--- config.mk ---
export PLATFORM = sky130hd
export DESIGN_NAME = ncas_merge
export DESIGN_NICKNAME = d
export VERILOG_FILES = /design/src/rtl/ncas_pkg.sv /design/src/rtl/ncas_merge.sv
export SDC_FILE = /design/constraint.sdc
export NUM_CORES = 1
export LEC_CHECK = 0
export BUFFER_PORTS_ARGS = -buffer_cell sky130_fd_sc_hd__buf_2
export CORE_ASPECT_RATIO = 1.75
export CORE_UTILIZATION = 30
export CTS_CLUSTER_DIAMETER = 100
export CTS_CLUSTER_SIZE = 16
export DETAILED_ROUTE_END_ITERATION = 10
export SKIP_LAST_GASP = 1
export SLEW_MARGIN = 10
export SYNTH_ARGS = -nofsm -noshare
export SYNTH_HDL_FRONTEND = slang
export SYNTH_SLANG_ARGS = --single-unit
--- constraint.sdc ---
create_clock -name clk -period 7.6 [get_ports clk]
set_input_delay 1.9 -clock clk [delete_from_list [all_inputs] [get_ports clk]]
set_output_delay 1.9 -clock clk [all_outputs]
set_load 0.03 [all_outputs]
--- src/rtl/ncas_pkg.sv ---
package ncas_pkg;

	// Fixed widths of the item fields
	localparam int FIELD_BITS   = 16;
	localparam int MAX_FEATURES = 8;
	localparam int SLOT_BITS    = 4;
	localparam int INDEX_BITS   = 4;
	localparam int DIST_BITS    = 35;
	localparam int CFG_BITS     = 5;

	localparam logic [CFG_BITS-1:0] ACTIVE_RESET = 5'd16;

	// Opcodes
	localparam logic OP_LOAD     = 1'b0;
	localparam logic OP_CLASSIFY = 1'b1;

	typedef struct packed {
		logic                         opcode;
		logic [SLOT_BITS-1:0]         slot;
		logic signed [FIELD_BITS-1:0] feature_0;
		logic signed [FIELD_BITS-1:0] feature_1;
		logic signed [FIELD_BITS-1:0] feature_2;
		logic signed [FIELD_BITS-1:0] feature_3;
		logic signed [FIELD_BITS-1:0] feature_4;
		logic signed [FIELD_BITS-1:0] feature_5;
		logic signed [FIELD_BITS-1:0] feature_6;
		logic signed [FIELD_BITS-1:0] feature_7;
	} in_item_t;

	typedef struct packed {
		logic [INDEX_BITS-1:0] nearest_index;
		logic [DIST_BITS-1:0]  min_distance;
	} out_item_t;

	// Tag travelling alongside one centroid comparison
	typedef struct packed {
		logic valid;
		logic first;
		logic last;
	} tag_t;

endpackage

--- src/rtl/ncas_merge.sv ---
// Sums the lane squares in a two-level registered tree, keeps the running minimum.
module ncas_merge #(
	parameter int NUM_CENTROIDS = 16,
	parameter int NUM_FEATURES  = 8,
	parameter int FEATURE_BITS  = 16
) (
	input  logic                             clk,
	input  logic                             arst_n,
	input  ncas_pkg::tag_t                   tag_s2,
	input  logic [$clog2(NUM_CENTROIDS)-1:0] k_s2,
	input  logic [2*FEATURE_BITS:0]          sq_s2 [NUM_FEATURES],
	output logic                             done_q,
	output logic [$clog2(NUM_CENTROIDS)-1:0] best_idx_q,
	output logic [2*FEATURE_BITS+3:0]        best_dist_q
);

	localparam int CW       = $clog2(NUM_CENTROIDS);
	localparam int GRP_BITS = 2*FEATURE_BITS+3;
	localparam int SUM_BITS = 2*FEATURE_BITS+4;
	localparam int NG       = (NUM_FEATURES+3)/4;

	logic [GRP_BITS-1:0] grp_d  [NG];
	logic [GRP_BITS-1:0] grp_s3 [NG];
	logic [SUM_BITS-1:0] sum_d;
	logic [SUM_BITS-1:0] sum_s4;
	logic [CW-1:0]       k_s3, k_s4;
	ncas_pkg::tag_t      tag_s3, tag_s4;

	// groups of up to four squares
	always_comb begin
		for (int g = 0; g < NG; g++) begin
			grp_d[g] = '0;
			for (int j = 0; j < 4; j++) begin
				if (4*g+j < NUM_FEATURES) begin
					grp_d[g] = grp_d[g] + GRP_BITS'(sq_s2[4*g+j]);
				end
			end
		end
	end

	always_comb begin
		sum_d = '0;
		for (int g = 0; g < NG; g++) begin
			sum_d = sum_d + SUM_BITS'(grp_s3[g]);
		end
	end

	always_ff @(posedge clk or negedge arst_n) begin
		if (!arst_n) begin
			tag_s3 <= '0;
			tag_s4 <= '0;
			done_q <= 1'b0;
		end else begin
			tag_s3 <= tag_s2;
			tag_s4 <= tag_s3;
			done_q <= tag_s4.valid && tag_s4.last;
		end
	end

	always_ff @(posedge clk) begin
		grp_s3 <= grp_d;
		k_s3   <= k_s2;
		sum_s4 <= sum_d;
		k_s4   <= k_s3;
		// strict less-than: lowest slot wins a tie
		if (tag_s4.valid && (tag_s4.first || sum_s4 < best_dist_q)) begin
			best_dist_q <= sum_s4;
			best_idx_q  <= k_s4;
		end
	end

endmodule

# == Yosys cells after proc, flatten, opt, wreduce, memory -nomap -nowiden ==
# Cells that the tools add are included.
# classes
reduce_logical,3
n_lt_le_gt_ge,1
add_sub_neg,7
# op_table
op,count
34-bit by 33-bit adder with 35-bit output,2
35-bit by 33-bit adder with 35-bit output,2
33-bit by 33-bit adder with 34-bit output,2
35-bit by 35-bit adder with 36-bit output,1
36-bit less-than comparator,1
1-bit logical AND,2
1-bit logical OR,1
# word_totals
inputBits,273
word_cells,25
output_inout_bits,41
register_bits,161

# == Longest topological paths before layout ==
# logic_depth
word_depth,3
depth_mapped,16
ltp_nobuf,16

# == Worst setup path after synthesis ==
# OpenSTA, ideal clock, no wires.
# synth_timing
path_kind,input to register
start,input port sq_s2[1] (netlist bit)
end,register grp_s3[33] (netlist bit)
setup_ns,0.124
t_arrival_ns,5.149
path_stages,16
setup_slack_ns,2.327
n_path_buf,0
t_required_ns,7.476
path_cell_list,inv_1 > fa_1 > fa_1 > inv_1 > ha_1 > inv_1 > fa_1 > nor2b_1 > o211ai_1 > a31oi_1 > a41oi_2 > a311oi_2 > a211oi_2 > o21ai_1 > a311oi_1 > xnor2_1
# synth_rtl
item,line,rtl
start: declaration,ncas_merge.sv:11,"input logic [2*FEATURE_BITS:0] sq_s2 [NUM_FEATURES],"
end signal: assignment,ncas_merge.sv:61,grp_s3 <= grp_d;
end: declaration,ncas_merge.sv:23,logic [GRP_BITS-1:0] grp_s3 [NG];

==> results_dict.tcl <==
set metrics [dict create \
    status "complete, no violations" \
    synth_edf_count 40 \
    htree_num_levels 4 \
    hold_viol_final 0 \
    gp_congestion 0.817 \
    clockBufferDepth 2 \
    synth_area_sq_mm 0.0135 \
    routed_wl_mm 32.7 \
    ys_types 62 \
    area_growth_pct 21.1 \
    ys_async_sr_fraction 0.0435 \
    rsz0062_at_grt "false" \
    cts_buffers 17 \
    pin_count 314 \
    synth_ff_type "dfxtp_1" \
    design_area_sq_mm 0.0164 \
    port_buffers 313 \
    root_buffer "clkbuf_16" \
    cp.required_ns 7.94 \
    fp.dieH_um 283 \
    drive_gt1_frac 0.201 \
    critPathMaxFanout 5 \
    seq_area_frac_synth 0.270 \
    drtPass1Iterations 4 \
    hold_buffers 0 \
    setup_viol 0 \
    clk_latency_ns 0.45 \
    syn_nets 2010 \
    grt_max_degree 41 \
    ctsResizeCount 0 \
    synth_area_leader_cell "fa_1" \
    drv_slew 0 \
    path_class "input port to register" \
    leakage_nw 8.94 \
    fin_skew_ns 0.0105 \
    die_width_um 163 \
    clock_sinks 161 \
    viasPerCell 4.42 \
    fin_util 0.369 \
    post_layout_nonfiller_instances 2374 \
    grt_pass1_vias 11300 \
    worstPathArrival_ns 5.95 \
    reg2reg_from "grp_s3[1]$_DFF_P_" \
    synth_seq_cells 161 \
    cap_violations 0 \
    antenna_found_initial 2 \
    overflow 0 \
    grt_first_pass_wirelength_mm 53.3 \
    wl_per_cell_um 13.8 \
    slew_headroom 0.333 \
    min_from "k_s3[3]$_DFF_P_" \
    avgSynthCellArea_sq_um 9.24 \
    cp-start-kind "input port" \
    powerDensity_mw_per_mm2 384 \
    drc_errors 0 \
    worst_pin_slew_ns 0.976 \
    final.setup.tns_ns 0 \
    hold_path.class "register to register" \
    start_util 0.305 \
    dp.cells 2340 \
    min_path_cells 0 \
    clkTransAtPathRegs_ns 0.07 \
    min_period_ns 5.60 \
    dp_hpwl_mm 29.0 \
    synth.area.top_cells "fa_1 (20%), dfxtp_1 (17%), ha_1 (13%), inv_1 (12%), edfxtp_1 (8.9%)" \
    min_to "k_s4[3]$_DFF_P_" \
    synth.top_cell.area_share 0.197 \
    reg2regPathDepth 10 \
    first_iter_violations 311 \
    hold_ws_ns 0.329 \
    synthCells 1466 \
    ys_warn_count 0 \
    peakVddDrop_v 0.000161 \
    crit_path_end_kind "register" \
    rows 102 \
    design.die.area_sq_mm 0.0460 \
    final_nets 2331 \
    max_freq_mhz 178 \
    r2r_end "sum_s4[31]$_DFF_P_" \
    fp.coreArea_sq_mm 0.0444 \
    cts_setup_buffers 0 \
    ant_nets 0 \
    min_period_over_period 0.737 \
    track_usage 0.148 \
    placed_cell_area_sq_mm 0.0158 \
    dr_total_vias 10500 \
    reg2reg_slack_ns 4.33 \
    cts_tree "built" \
]
## worst max-delay path: stages
cell and delay, ns:
buf_2 0.07, inv_1 0.04, fa_1 0.49, fa_1 0.55
inv_1 0.05, ha_1 0.36, a21oi_2 0.22, nand2_1 0.13
o2111ai_1 0.34, a31oi_1 0.16, a211oi_2 0.57, o21ai_1 0.26
a311oi_2 0.39, o21ai_1 0.16, a31o_1 0.23
## where the power goes
| part | internal (mW) | switching, mW | leakage (nW) |
|---|---|---|---|
| Sequential | 1.35 | 0.172 | 1.43 |
| Clock | 0.444 | 0.412 | 0.291 |
| Combinational | 1.64 | 2.27 | 7.22 |
## layer usage
| metal | up-vias | global-route usage | wire length, um |
|---|---|---|---|
| met1 | 4902 | 0.146 | 12200 |
| met2 | 206 | 0.297 | 18700 |
| li1 | 5334 | - | - |
| met3 | 48 | 0.0233 | 967 |
| met5 | - | 0 | 0 |
| met4 | 0 | 0.0537 | 835 |
## cells in the mapped netlist, types with 10 or more instances
cell,n
nor2_1,52
dfxtp_1,114
xnor2_1,62
clkbuf_1,12
nand2_1,56
xor2_1,30
fa_1,133
o21bai_1,14
o21ai_1,16
a21o_1,78
and3_1,10
o21ai_0,31
edfxtp_1,40
a21oi_1,96
ha_1,138
nand4_1,14
nor2b_1,10
inv_1,419
a31oi_1,14
nand3_1,20
## cells by family after synthesis
logic type                 synth area share
AOI/OAI and AO/OA                     0.159
xor gates and xnor gates             0.0595
adders and majority gates             0.324
buffers and inverters                 0.119
DFF                                   0.270
muxes                              0.000739
and+or+nand+nor                      0.0669
## how the worst max path moves through the flow
stage               slack (ns)  startpoint  cells past startpoint                 end
global placement          1.57    sq_s2[5]                     15  grp_s3[34]$_DFF_P_
detailed placement        1.51    sq_s2[5]                     15  grp_s3[34]$_DFF_P_
floorplan                 2.33    sq_s2[1]                     16  grp_s3[33]$_DFF_P_
CTS                       2.00    sq_s2[5]                     15  grp_s3[34]$_DFF_P_
finish                    2.00    sq_s2[5]                     15  grp_s3[34]$_DFF_P_
global route              1.80    sq_s2[5]                     15  grp_s3[34]$_DFF_P_
## metrics by stage
stage | setup slack, ns | power [mW]
6_report | 2.00 | 6.30
3_5_place_dp | 1.51 | 5.51
4_1_cts | 2.00 | 6.40
3_3_place_gp | 1.57 | 5.47
2_1_floorplan | 2.33 | 4.46
5_1_grt | 1.80 | 6.91
## sequential cells by signal, summed over array words and instances, names as in the netlist
name,cells
tag_s3,3
k_s3,4
best_idx_q,4
k_s4,4
done_q,1
best_dist_q,36
grp_s3,70
sum_s4,36
tag_s4,3
## layout by cell type, fill, tap and decap left out, types with 3 or more instances in the layout
cell type,count
o21ai_0,31
nand2b_1,9
o21a_1,9
ha_1,138
nor2b_1,10
nor2_1,52
a31oi_1,14
o31ai_1,6
a211oi_1,3
nand4_1,14
inv_1,419
edfxtp_1,40
a41oi_1,3
or3_1,3
o21ai_1,16
o211ai_1,6
and2_1,4
and3_1,10
inv_6,4
fa_1,133
xor2_1,30
clkinv_8,5
a211oi_2,3
dfrtp_1,7
a21boi_0,3
inv_8,4
a21oi_1,95
o21bai_1,14
nand3_1,20
nor3_1,6
nand2_1,56
clkbuf_16,17
dfxtp_1,114
a2111oi_0,3
a21o_1,78
xnor2_1,62
a211o_1,3
buf_2,313
## layout make-up
cell class              instances  area (sq um)
multi-input cells             874          8280
well taps                     572           716
repair buffers                314          1570
flip-flops and latches        161          3660
fillers                      4631         28000
clock buffers                  17           425
clock inverters                15           178
diodes                          2          5.00
inverters                     419          1570
Note: power is estimated with default switching activity, not from simulation.
