## config.mk

```make
export PLATFORM = sky130hd
export DESIGN_NAME = ncas_lane
export DESIGN_NICKNAME = d
export VERILOG_FILES = /design/src/rtl/ncas_pkg.sv /design/src/rtl/ncas_lane.sv
export SDC_FILE = /design/constraint.sdc
export NUM_CORES = 1
export LEC_CHECK = 0
export ABC_AREA = 1
export BUFFER_PORTS_ARGS = -buffer_cell sky130_fd_sc_hd__buf_2
export CAP_MARGIN = 30
export CORE_ASPECT_RATIO = 1.1
export CORE_MARGIN = 2
export CORE_UTILIZATION = 60
export DETAILED_ROUTE_END_ITERATION = 12
export PLACE_DENSITY = 0.74
export SKIP_LAST_GASP = 1
export SLEW_MARGIN = 5
export SYNTH_ARGS = -nofsm -noshare
export SYNTH_HDL_FRONTEND = slang
export SYNTH_SLANG_ARGS = --single-unit
```

## constraint.sdc

```tcl
create_clock -name clk -period 7.7 [get_ports clk]
set_clock_uncertainty 0.1 [all_clocks]
set_input_delay 0.77 -clock clk [delete_from_list [all_inputs] [get_ports clk]]
set_output_delay 0.77 -clock clk [all_outputs]
set_load 0.1 [all_outputs]
```

## src/rtl/ncas_pkg.sv

```systemverilog
package ncas_pkg;

	// Fixed widths of the item fields
	localparam int FIELD_BITS   = 16;
	localparam int MAX_FEATURES = 8;
	localparam int SLOT_BITS    = 4;
	localparam int INDEX_BITS   = 4;
	localparam int DIST_BITS    = 35;
	localparam int CFG_BITS     = 5;

	localparam logic [CFG_BITS-1:0] ACTIVE_RESET = 5'd16;

	// Opcodes
	localparam logic OP_LOAD     = 1'b0;
	localparam logic OP_CLASSIFY = 1'b1;

	typedef struct packed {
		logic                         opcode;
		logic [SLOT_BITS-1:0]         slot;
		logic signed [FIELD_BITS-1:0] feature_0;
		logic signed [FIELD_BITS-1:0] feature_1;
		logic signed [FIELD_BITS-1:0] feature_2;
		logic signed [FIELD_BITS-1:0] feature_3;
		logic signed [FIELD_BITS-1:0] feature_4;
		logic signed [FIELD_BITS-1:0] feature_5;
		logic signed [FIELD_BITS-1:0] feature_6;
		logic signed [FIELD_BITS-1:0] feature_7;
	} in_item_t;

	typedef struct packed {
		logic [INDEX_BITS-1:0] nearest_index;
		logic [DIST_BITS-1:0]  min_distance;
	} out_item_t;

	// Tag travelling alongside one centroid comparison
	typedef struct packed {
		logic valid;
		logic first;
		logic last;
	} tag_t;

endpackage

```

## src/rtl/ncas_lane.sv

```systemverilog
// One feature lane: centroid column memory, difference and square.
module ncas_lane #(
	parameter int NUM_CENTROIDS = 16,
	parameter int FEATURE_BITS  = 16
) (
	input  logic                                 clk,
	input  logic                                 wr_en,
	input  logic [$clog2(NUM_CENTROIDS)-1:0]     wr_addr,
	input  logic                                 x_ld,
	input  logic [ncas_pkg::FIELD_BITS-1:0]      raw,
	input  logic [$clog2(NUM_CENTROIDS)-1:0]     rd_addr,
	output logic [2*FEATURE_BITS:0]              sq_s2
);

	localparam int EXT_BITS = (FEATURE_BITS > ncas_pkg::FIELD_BITS) ?
		FEATURE_BITS : ncas_pkg::FIELD_BITS;
	localparam int SQ_BITS = 2*FEATURE_BITS+1;

	logic [EXT_BITS-1:0]              raw_ext;
	logic signed [FEATURE_BITS-1:0]   val;
	logic signed [FEATURE_BITS-1:0]   mem_q [NUM_CENTROIDS];
	logic signed [FEATURE_BITS-1:0]   x_q;
	logic signed [FEATURE_BITS-1:0]   rd_s1;
	logic signed [FEATURE_BITS:0]     diff;
	logic signed [2*FEATURE_BITS+1:0] prod;

	// field read as signed FEATURE_BITS from its low bits
	assign raw_ext = EXT_BITS'(raw);
	assign val     = signed'(raw_ext[FEATURE_BITS-1:0]);

	always_ff @(posedge clk) begin
		if (wr_en) begin
			mem_q[wr_addr] <= val;
		end
		rd_s1 <= mem_q[rd_addr];
	end

	assign diff = (FEATURE_BITS+1)'(x_q) - (FEATURE_BITS+1)'(rd_s1);
	assign prod = (2*FEATURE_BITS+2)'(diff) * (2*FEATURE_BITS+2)'(diff);

	always_ff @(posedge clk) begin
		if (x_ld) begin
			x_q <= val;
		end
		sq_s2 <= prod[SQ_BITS-1:0];
	end

endmodule

```

### Word-level counts from Yosys, hierarchy flattened

Memory sizes are Yosys's and may differ from the RTL's. A register that Yosys moved wholly into a read port is not among the register bits.
Cells that the tools add are included.

* bits of input ports: 27
* flip-flop bits (word level): 49
* memory bits (read-only): 0
* memories kept: 1
* latch bits: 0
* memory bits (writable): 256
* output and inout bits: 33
* word-level logic and storage cells: 7

Memories
* mem_q: words 16, width 16, read ports 1, clocked after Yosys merged registers in 1, write ports 1, RTL line ncas_lane.sv:21 `logic signed [FEATURE_BITS-1:0] mem_q [NUM_CENTROIDS];`

* $lt $le $gt $ge: 0
* multiplexer cells: 2
* shift-type cells: 0
* reduce and logical (&&, ||, !) cells: 0
* add/subtract/negate cells: 1
* $mul: 1
* bitwise operators: 0
* eq/ne operators: 0
* divide/modulo/power cells: 0

Operators with widths (number)
* $mul A17 B17 Y33: 1
* $sub A16 B16 Y17: 1
* $mux W1: 2

### Logic depth before layout (Yosys ltp)

Gate-level depths: netlist of run 1.

* depth after elaboration: 2
* gate-level depth with buffers: 39
* depth with buffers taken out: 38

### Worst setup path after synthesis of run 1

OpenSTA, ideal clock, no wires.

* path kind: register -> register
* from: register x_q[0]
* to: register sq_s2[28]
* data required time: 7487 ps
* setup slack: 1001 ps
* period minus slack after synthesis: 6699 ps
* arrival time: 6486 ps
* stages on the path, launching flop included: 33
* library setup time: 113 ps
* buffers on the path: 1
* cell sequence: edfxtp_1 > inv_1 > ha_1 > inv_1 > fa_1 > nand2_1 > nand2_1 > and2_4 > nand2_1 > nand2_2 > nand3_1 > nand3_1 > nand2_2 > buf_4 > nor2_1 > fa_1 > inv_1 > fa_1 > inv_1 > fa_1 > fa_1 > fa_1 > inv_1 > fa_1 > inv_1 > ha_1 > nand2_1 > nor2_1 > inv_1 > nor3_1 > nand3_1 > nand4_1 > nand2_1

* cells in the longest elaborated chain, start to end: 2

Ends and longest elaborated chain
* start, declared: RTL line ncas_lane.sv:22 `logic signed [FEATURE_BITS-1:0] x_q;`
* start signal, assigned: RTL line ncas_lane.sv:43 `x_q <= val;`
* $sub A16 B16 Y17: RTL line ncas_lane.sv:38 `assign diff = (FEATURE_BITS+1)'(x_q) - (FEATURE_BITS+1)'(rd_s1);`
* $mul A17 B17 Y33: RTL line ncas_lane.sv:39 `assign prod = (2*FEATURE_BITS+2)'(diff) * (2*FEATURE_BITS+2)'(diff);`
* net prod[28]: RTL line ncas_lane.sv:25 `logic signed [2*FEATURE_BITS+1:0] prod;`
* end signal, assigned: RTL line ncas_lane.sv:45 `sq_s2 <= prod[SQ_BITS-1:0];`
* end, declared: RTL line ncas_lane.sv:12 `output logic [2*FEATURE_BITS:0] sq_s2`

The timed path passes the listed nets, and every way through them passes these cells.
A chain may end at the register's enable or synchronous reset.

### Worst setup path in the final report of run 1

* from: register x_q[0]
* to: register sq_s2[31]

Same word-level chain as after synthesis.

==> results_dict.tcl, run 1 <==
set metrics [dict create \
    worst-endpoint-arrival_ns 7.62 \
    timing.fmax_ghz 0.138 \
    synth_area_leader_cell "sky130_fd_sc_hd__edfxtp_1" \
    area.growth.synth_to_final_pct 8.80 \
    slew_headroom_pct 33.1 \
    ctsResizeCount 0 \
    clock_path_buffers 3 \
    die_h_um 208 \
    final_critical_path_setup_slack_ns 0.440 \
    grt_antenna_before_repair 3 \
    setup_tns_ns 0 \
    cts_inserted_buffers 34 \
    timing.final.max_slew_violations 0 \
    dr_total_vias 15400 \
    wirelength_um 54000 \
    initial_core_util_pct 61.0 \
    detail_route.first_pass.iterations 5 \
    diodes 0 \
    cts.repair_timing.setup_buffer_count 0 \
    synth_seq_cells 320 \
    class_of_the_most_critical_hold_timing_path "primary input to flop" \
    warning_count_from_the_yosys_run 0 \
    gp_routability_congestion 0.957 \
    layout_net_count 2643 \
    detailedPlacementHpwl_um 39700 \
    startpoint_type "flop" \
    min_period_ns 7.26 \
    crit_path_max_incr_delay_ns 0.58 \
    htreeDepth 2 \
    wire_length_of_the_first_global_routing_pass_um 85700 \
    cts_num_sinks 320 \
    unrepaired_setup_endpoints_after_global_routing "false" \
    port-buffer-count 58 \
    crit_slowest_cell "sky130_fd_sc_hd__fa_2" \
    final.period_utilization_pct 94.3 \
    die-area_mm2 0.0395 \
    min_delay_path_depth 1 \
    holdBufCountCts 0 \
    globalRouteTotalUtil_pct 28.6 \
    cts_tree "yes" \
    mappedNetlistArea_mm2 0.0228 \
    leftover_overflow_at_the_end_of_global_routing 0 \
    synth.area.top_cells "sky130_fd_sc_hd__edfxtp_1 (36%), sky130_fd_sc_hd__fa_1 (23%), sky130_fd_sc_hd__inv_1 (8.2%), sky130_fd_sc_hd__ha_1 (5.2%), sky130_fd_sc_hd__nand2_1 (5.0%)" \
    drcViolationCount 0 \
    top_level_ports 60 \
    detailedRoute.firstIterationViolations 960 \
    placement_rows 74 \
    report.final.setup_viol 0 \
    post_drt_wl_per_cell_um 19.4 \
    synth.yosys.seq_area_share_pct 40.1 \
    critical_path_end_type "flop" \
    number_of_global_route_vias_before_repair 16400 \
    worst_pin_slew_ns 1.00 \
    cts_root_buffer "sky130_fd_sc_hd__clkbuf_16" \
    yosys.cell_types.count 39 \
    ant_nets 0 \
    final_hold_viol_count 0 \
    syn_nets 2575 \
    synthesis.area_per_instance_um2 10.4 \
    path_clk_slew_ns 0.06 \
    core_area_mm2 0.0373 \
    netlist_instances 2188 \
    yosysTopAreaCellShare_pct 35.9 \
    number_of_max_capacitance_violations_reported 0 \
    worst-endpoint-required_ns 8.06 \
    largest_net_degree_at_the_start_of_global_routing 118 \
    fp.dieW_um 190 \
    dp_slack_ns 0.345 \
    drive_gt1_share_pct 8.19 \
    worstSkewPairLatency_ns 0.56 \
    worst_r2r_path_depth 29 \
    timing.critical_path.fanout_max 10 \
    setup.worst_path.class "flop to flop" \
    outcome "finished, final reports clean" \
    avgViaCountPerCell 5.54 \
]
synth_stat cells, drive strengths merged:
cell	n
a21o	3
a21oi	105
a31oi	1
and2	4
buf	39
clkbuf	27
clkinv	1
conb	1
dfxtp	48
edfxtp	272
fa	265
ha	95
inv	505
mux2i	64
nand2	314
nand3	62
nand3b	7
nand4	12
nor2	161
nor3	5
nor4	1
o211ai	64
o21a	2
o21ai	99
o21bai	2
xnor2	6
xor2	23
worst paths after layout:
path                                from                endpoint  slack (ns)
hold reg to reg   mem_q[12][0]$_DFFE_PP_        rd_s1[0]$_DFF_P_        0.51
setup reg to reg        x_q[0]$_DFFE_PP_       sq_s2[31]$_DFF_P_        0.44
hold / removal                    raw[0]  mem_q[10][0]$_DFFE_PP_        0.50
setup / recovery        x_q[0]$_DFFE_PP_       sq_s2[31]$_DFF_P_        0.44
registers in the layout, summed over array words and instances, names as in the netlist:
signal,cells
x_q,16
rd_s1,16
sq_s2,32
mem_q,256
through the flow:
step | instance area (um^2) | hold WS (ns) | util, % | cells
floorplan | 22800 | 0.461 | - | 2188
global placement | 23600 | 0.492 | 63.4 | 2712
detailed placement | 23700 | 0.499 | 63.4 | 2714
CTS | 24800 | 0.471 | 66.3 | 2776
global route | 24800 | 0.494 | 66.4 | 2776
finish | 24800 | 0.499 | 66.4 | 2776
cell families after synthesis:
| kind of cell | after synthesis | synth area share [%] |
|---|---|---|
| AOI/OAI and AO/OA | 276 | 6.86 |
| xor gates and xnor gates | 29 | 1.43 |
| buffers and inverters | 572 | 9.83 |
| adders and majority gates | 360 | 28.5 |
| muxes | 64 | 2.81 |
| and+or+nand+nor | 566 | 10.4 |
| DFF | 320 | 40.1 |
| other | 1 | 0.0165 |
worst max-delay path: cells and delay by family, from the launching register on:
family                     cells  cell delay [ns]
AOI/OAI and AO/OA              3             0.58
xor gates and xnor gates       1             0.44
and+or+nand+nor                9             0.83
DFF                            1             0.36
buffers and inverters          7             0.95
adders and majority gates      9             3.89
area by class of cell:
class,instances,area (um^2)
fillers,2873,12600
multi-input cells,1296,11400
flip-flops and latches,320,9130
inverters,506,1900
clock buffers,46,927
well taps,494,618
repair buffers,98,612
clock inverters,16,155
routing by layer:
layer	track usage, %	part of all wire, %	vias up
met3	4.82	6.3	180
met4	14.8	5.4	6
met2	50.8	51	569
li1	-	-	7059
met5	0	0.063	-
met1	33.2	37	7553
cells in the final DEF (no fill, tap or decap), drive strengths merged, types with 6 or more instances in the layout:
cell type	synthesis	layout
dfxtp	48	48
clkinv	1	11
nand3b	7	7
edfxtp	272	272
mux2i	64	64
xor2	23	23
buf	39	98
fa	265	265
inv	505	508
nand4	12	12
a21oi	105	105
o21ai	99	99
nand3	62	62
nor2	161	161
nand2	314	314
o211ai	64	64
xnor2	6	6
ha	95	95
clkbuf	27	46
Power of run 1 is left out: the tool's default activity adds up to more than one toggle a clock period on the data nets, which glitch-free logic cannot reach.
==> inputs of run 2 (changes only) <==
Settings changed: ABC_AREA 1 to not set.
==> run 2 against run 1 <==
Against the previous run:
- first-iteration DRC count fell by 4.4%
- clock-buffer cell count fell by 15
- critical path depth fell by 1
- critical endpoint is now sq_s2[32]$_DFF_P_
- core utilization rose by 1.6 points
- non-clock buffer count rose by 39
- global-route usage fell by 1.9 points
- final area fell by 1.2%
- die area fell by 4.1%
- routed wire length fell by 12%
==> results_dict.tcl, run 2 <==
set metrics [dict create \
    cts_tree "yes" \
    layout_net_count 2161 \
    top_level_ports 60 \
    detail_route.first_pass.iterations 5 \
    class_of_the_most_critical_hold_timing_path "primary input to flop" \
    die_h_um 204 \
    synth_area_leader_cell "sky130_fd_sc_hd__edfxtp_1" \
    wirelength_um 47600 \
    number_of_max_capacitance_violations_reported 0 \
    holdCritStartpoint "raw[2]" \
    yosysTopAreaCellShare_pct 37.4 \
    final.period_utilization_pct 96.7 \
    setup.worst_path.class "flop to flop" \
    cts_inserted_buffers 31 \
    layout_commonest_cell "sky130_fd_sc_hd__inv_1" \
    worstReg2RegStart "x_q[0]$_DFFE_PP_" \
    worst-endpoint-required_ns 8.07 \
    startpoint_type "flop" \
    initial_core_util_pct 60.6 \
    post_drt_wl_per_cell_um 20.8 \
    timing.final.max_slew_violations 0 \
    final_cell_mix "sky130_fd_sc_hd__inv_1 (337), sky130_fd_sc_hd__edfxtp_1 (272), sky130_fd_sc_hd__fa_1 (261)" \
    holdBufCountCts 0 \
    largest_net_degree_at_the_start_of_global_routing 65 \
    yosys.cell_count.top_type "sky130_fd_sc_hd__inv_1" \
    final_hold_viol_count 0 \
    core_area_mm2 0.0360 \
    htreeDepth 1 \
    clock_path_buffers 3 \
    placement_rows 73 \
    worstSetupStartpoint "x_q[0]$_DFFE_PP_" \
    synth_seq_cells 320 \
    cts_num_sinks 320 \
    gp_routability_congestion 0.919 \
    synth.area.top_cells "sky130_fd_sc_hd__edfxtp_1 (37%), sky130_fd_sc_hd__fa_1 (24%), sky130_fd_sc_hd__mux4_2 (8.3%), sky130_fd_sc_hd__inv_1 (5.9%), sky130_fd_sc_hd__ha_1 (5.4%)" \
    path_clk_slew_ns 0.07 \
    number_of_global_route_vias_before_repair 14100 \
    syn_nets 2046 \
    wire_length_of_the_first_global_routing_pass_um 76100 \
    layout.filler_cells 2512 \
    fp.dieW_um 186 \
    netlist_instances 1659 \
    cts_root_buffer "sky130_fd_sc_hd__clkbuf_16" \
    worstSkewPairLatency_ns 0.59 \
    mappedNetlistArea_mm2 0.0218 \
    leftover_overflow_at_the_end_of_global_routing 0 \
    hold-worst-slack_ns 0.464 \
    port-buffer-count 58 \
    drcViolationCount 0 \
    detailedRoute.firstIterationViolations 918 \
    drive_gt1_share_pct 19.5 \
    slew_headroom_pct 36.3 \
    report.final.setup_viol 0 \
    synth_enable_flop_cells 272 \
    worst-path-buf-inv 8 \
    worst-endpoint-arrival_ns 7.81 \
    cp_top_family "adder cells" \
    crit_slowest_cell "sky130_fd_sc_hd__fa_1" \
    synth_common_cells "sky130_fd_sc_hd__inv_1 (342), sky130_fd_sc_hd__edfxtp_1 (272), sky130_fd_sc_hd__fa_1 (265), sky130_fd_sc_hd__nand2_1 (114), sky130_fd_sc_hd__nor2_1 (112)" \
    synth.yosys.seq_area_share_pct 41.8 \
    outcome "finished, final reports clean" \
    crit_path_max_incr_delay_ns 0.54 \
    avgViaCountPerCell 5.62 \
    number_of_flip_flops_in_the_largest_register 256 \
    grt_antenna_before_repair 2 \
    area.growth.synth_to_final_pct 12.1 \
    globalRouteTotalUtil_pct 26.7 \
    critical_path_end_type "flop" \
    min_period_ns 7.45 \
    die-area_mm2 0.0379 \
    ff_latch_area_mm2 0.00913 \
    async_flop_share_pct 0 \
    ant_nets 0 \
    ys_dominant_reg_cell "sky130_fd_sc_hd__edfxtp_1" \
    timing.fmax_ghz 0.134 \
    top_regs "mem_q x256, sq_s2 x32" \
    total_area_of_multi_input_combinational_cells_mm2 0.0113 \
    warning_count_from_the_yosys_run 0 \
    synthesis.area_per_instance_um2 13.2 \
    unrepaired_setup_endpoints_after_global_routing "true" \
    dr_total_vias 12900 \
    registers.top_by_ff_count "mem_q" \
    detailedPlacementHpwl_um 33300 \
    yosys.cell_types.count 70 \
    worst_pin_slew_ns 0.956 \
    timing.critical_path.fanout_max 7 \
]
run 2: cell count changes after synthesis, sizes merged, moves of 18 or more:
cell / change
nand2: -196
inv: -159
mux4: +80
o21ai: -75
a21oi: -66
mux2i: -64
o211ai: -57
nand3: -53
nor2: -49
xnor2: +30
and2: +18
run 2: cell type report:
class | instances | area share [%]
Antenna cell | 1 | 0.0102
Clock buffer | 31 | 3.17
Clock inverter | 27 | 1.61
Inverter | 348 | 5.41
Multi-Input combinational cell | 936 | 46.2
Sequential cell | 320 | 37.3
Tap cell | 487 | 2.49
Timing Repair Buffer | 137 | 3.75
run 2: cell families (layout without fill, tap and decap cells):
| kind of cell | after synthesis | count (layout) | share of synthesized area [%] |
|---|---|---|---|
| XOR/XNOR | 52 | 52 | 2.17 |
| buffers and inverters | 403 | 543 | 7.36 |
| adder cells (fa/ha/maj) | 360 | 360 | 29.8 |
| AO/OA/AOI/OAI | 135 | 135 | 4.31 |
| multiplexers | 82 | 82 | 8.36 |
| other | 1 | 2 | 0.0172 |
| flip-flops | 320 | 320 | 41.8 |
| AND/OR/NAND/NOR | 306 | 306 | 6.17 |
run 2: what timing repair did:
action / in CTS / in global routing
hold endpoints to repair: 0 / 0
gates resized for setup: 9 / 59
endpoints found under the setup margin: 10 / 13
pin swaps: 2 / 17
buffers inserted: 4 / 16
run 2: per-layer routing:
| layer | routed length (um) | part of all wire [%] | vias to the layer above | track usage, % |
|---|---|---|---|---|
| li1 | - | - | 5718 | - |
| met4 | 1620 | 3.4 | 2 | 9.11 |
| met2 | 24400 | 51 | 477 | 46.3 |
| met1 | 18100 | 38 | 6549 | 33.6 |
| met5 | 14 | 0.029 | - | 0 |
| met3 | 3440 | 7.2 | 118 | 5.63 |
run 2: path summary, 6_finish.rpt:
kind / endpoint / slack [ns] / depth (start not counted)
worst max-delay path: sq_s2[32]$_DFF_P_ / 0.25 / 28
worst min-delay path: mem_q[12][2]$_DFFE_PP_ / 0.46 / 1
worst max register to register: sq_s2[32]$_DFF_P_ / 0.25 / 28
worst min register to register: rd_s1[12]$_DFF_P_ / 0.68 / 2
run 2: metrics by stage:
stage | setup WS, ns | instances | instance area, um^2 | TNS (ns) | util [%]
floorplan | 0.471 | 1659 | 21800 | 0 | -
global placement | -0.234 | 2207 | 22900 | -0.894 | 63.6
detailed placement | -0.326 | 2207 | 22900 | -1.61 | 63.6
CTS | -0.00517 | 2269 | 24100 | -0.00517 | 67.0
global route | -0.0449 | 2286 | 24500 | -0.105 | 68.0
finish | 0.253 | 2287 | 24500 | 0 | 68.0
Power of run 2 is left out for the same reason.
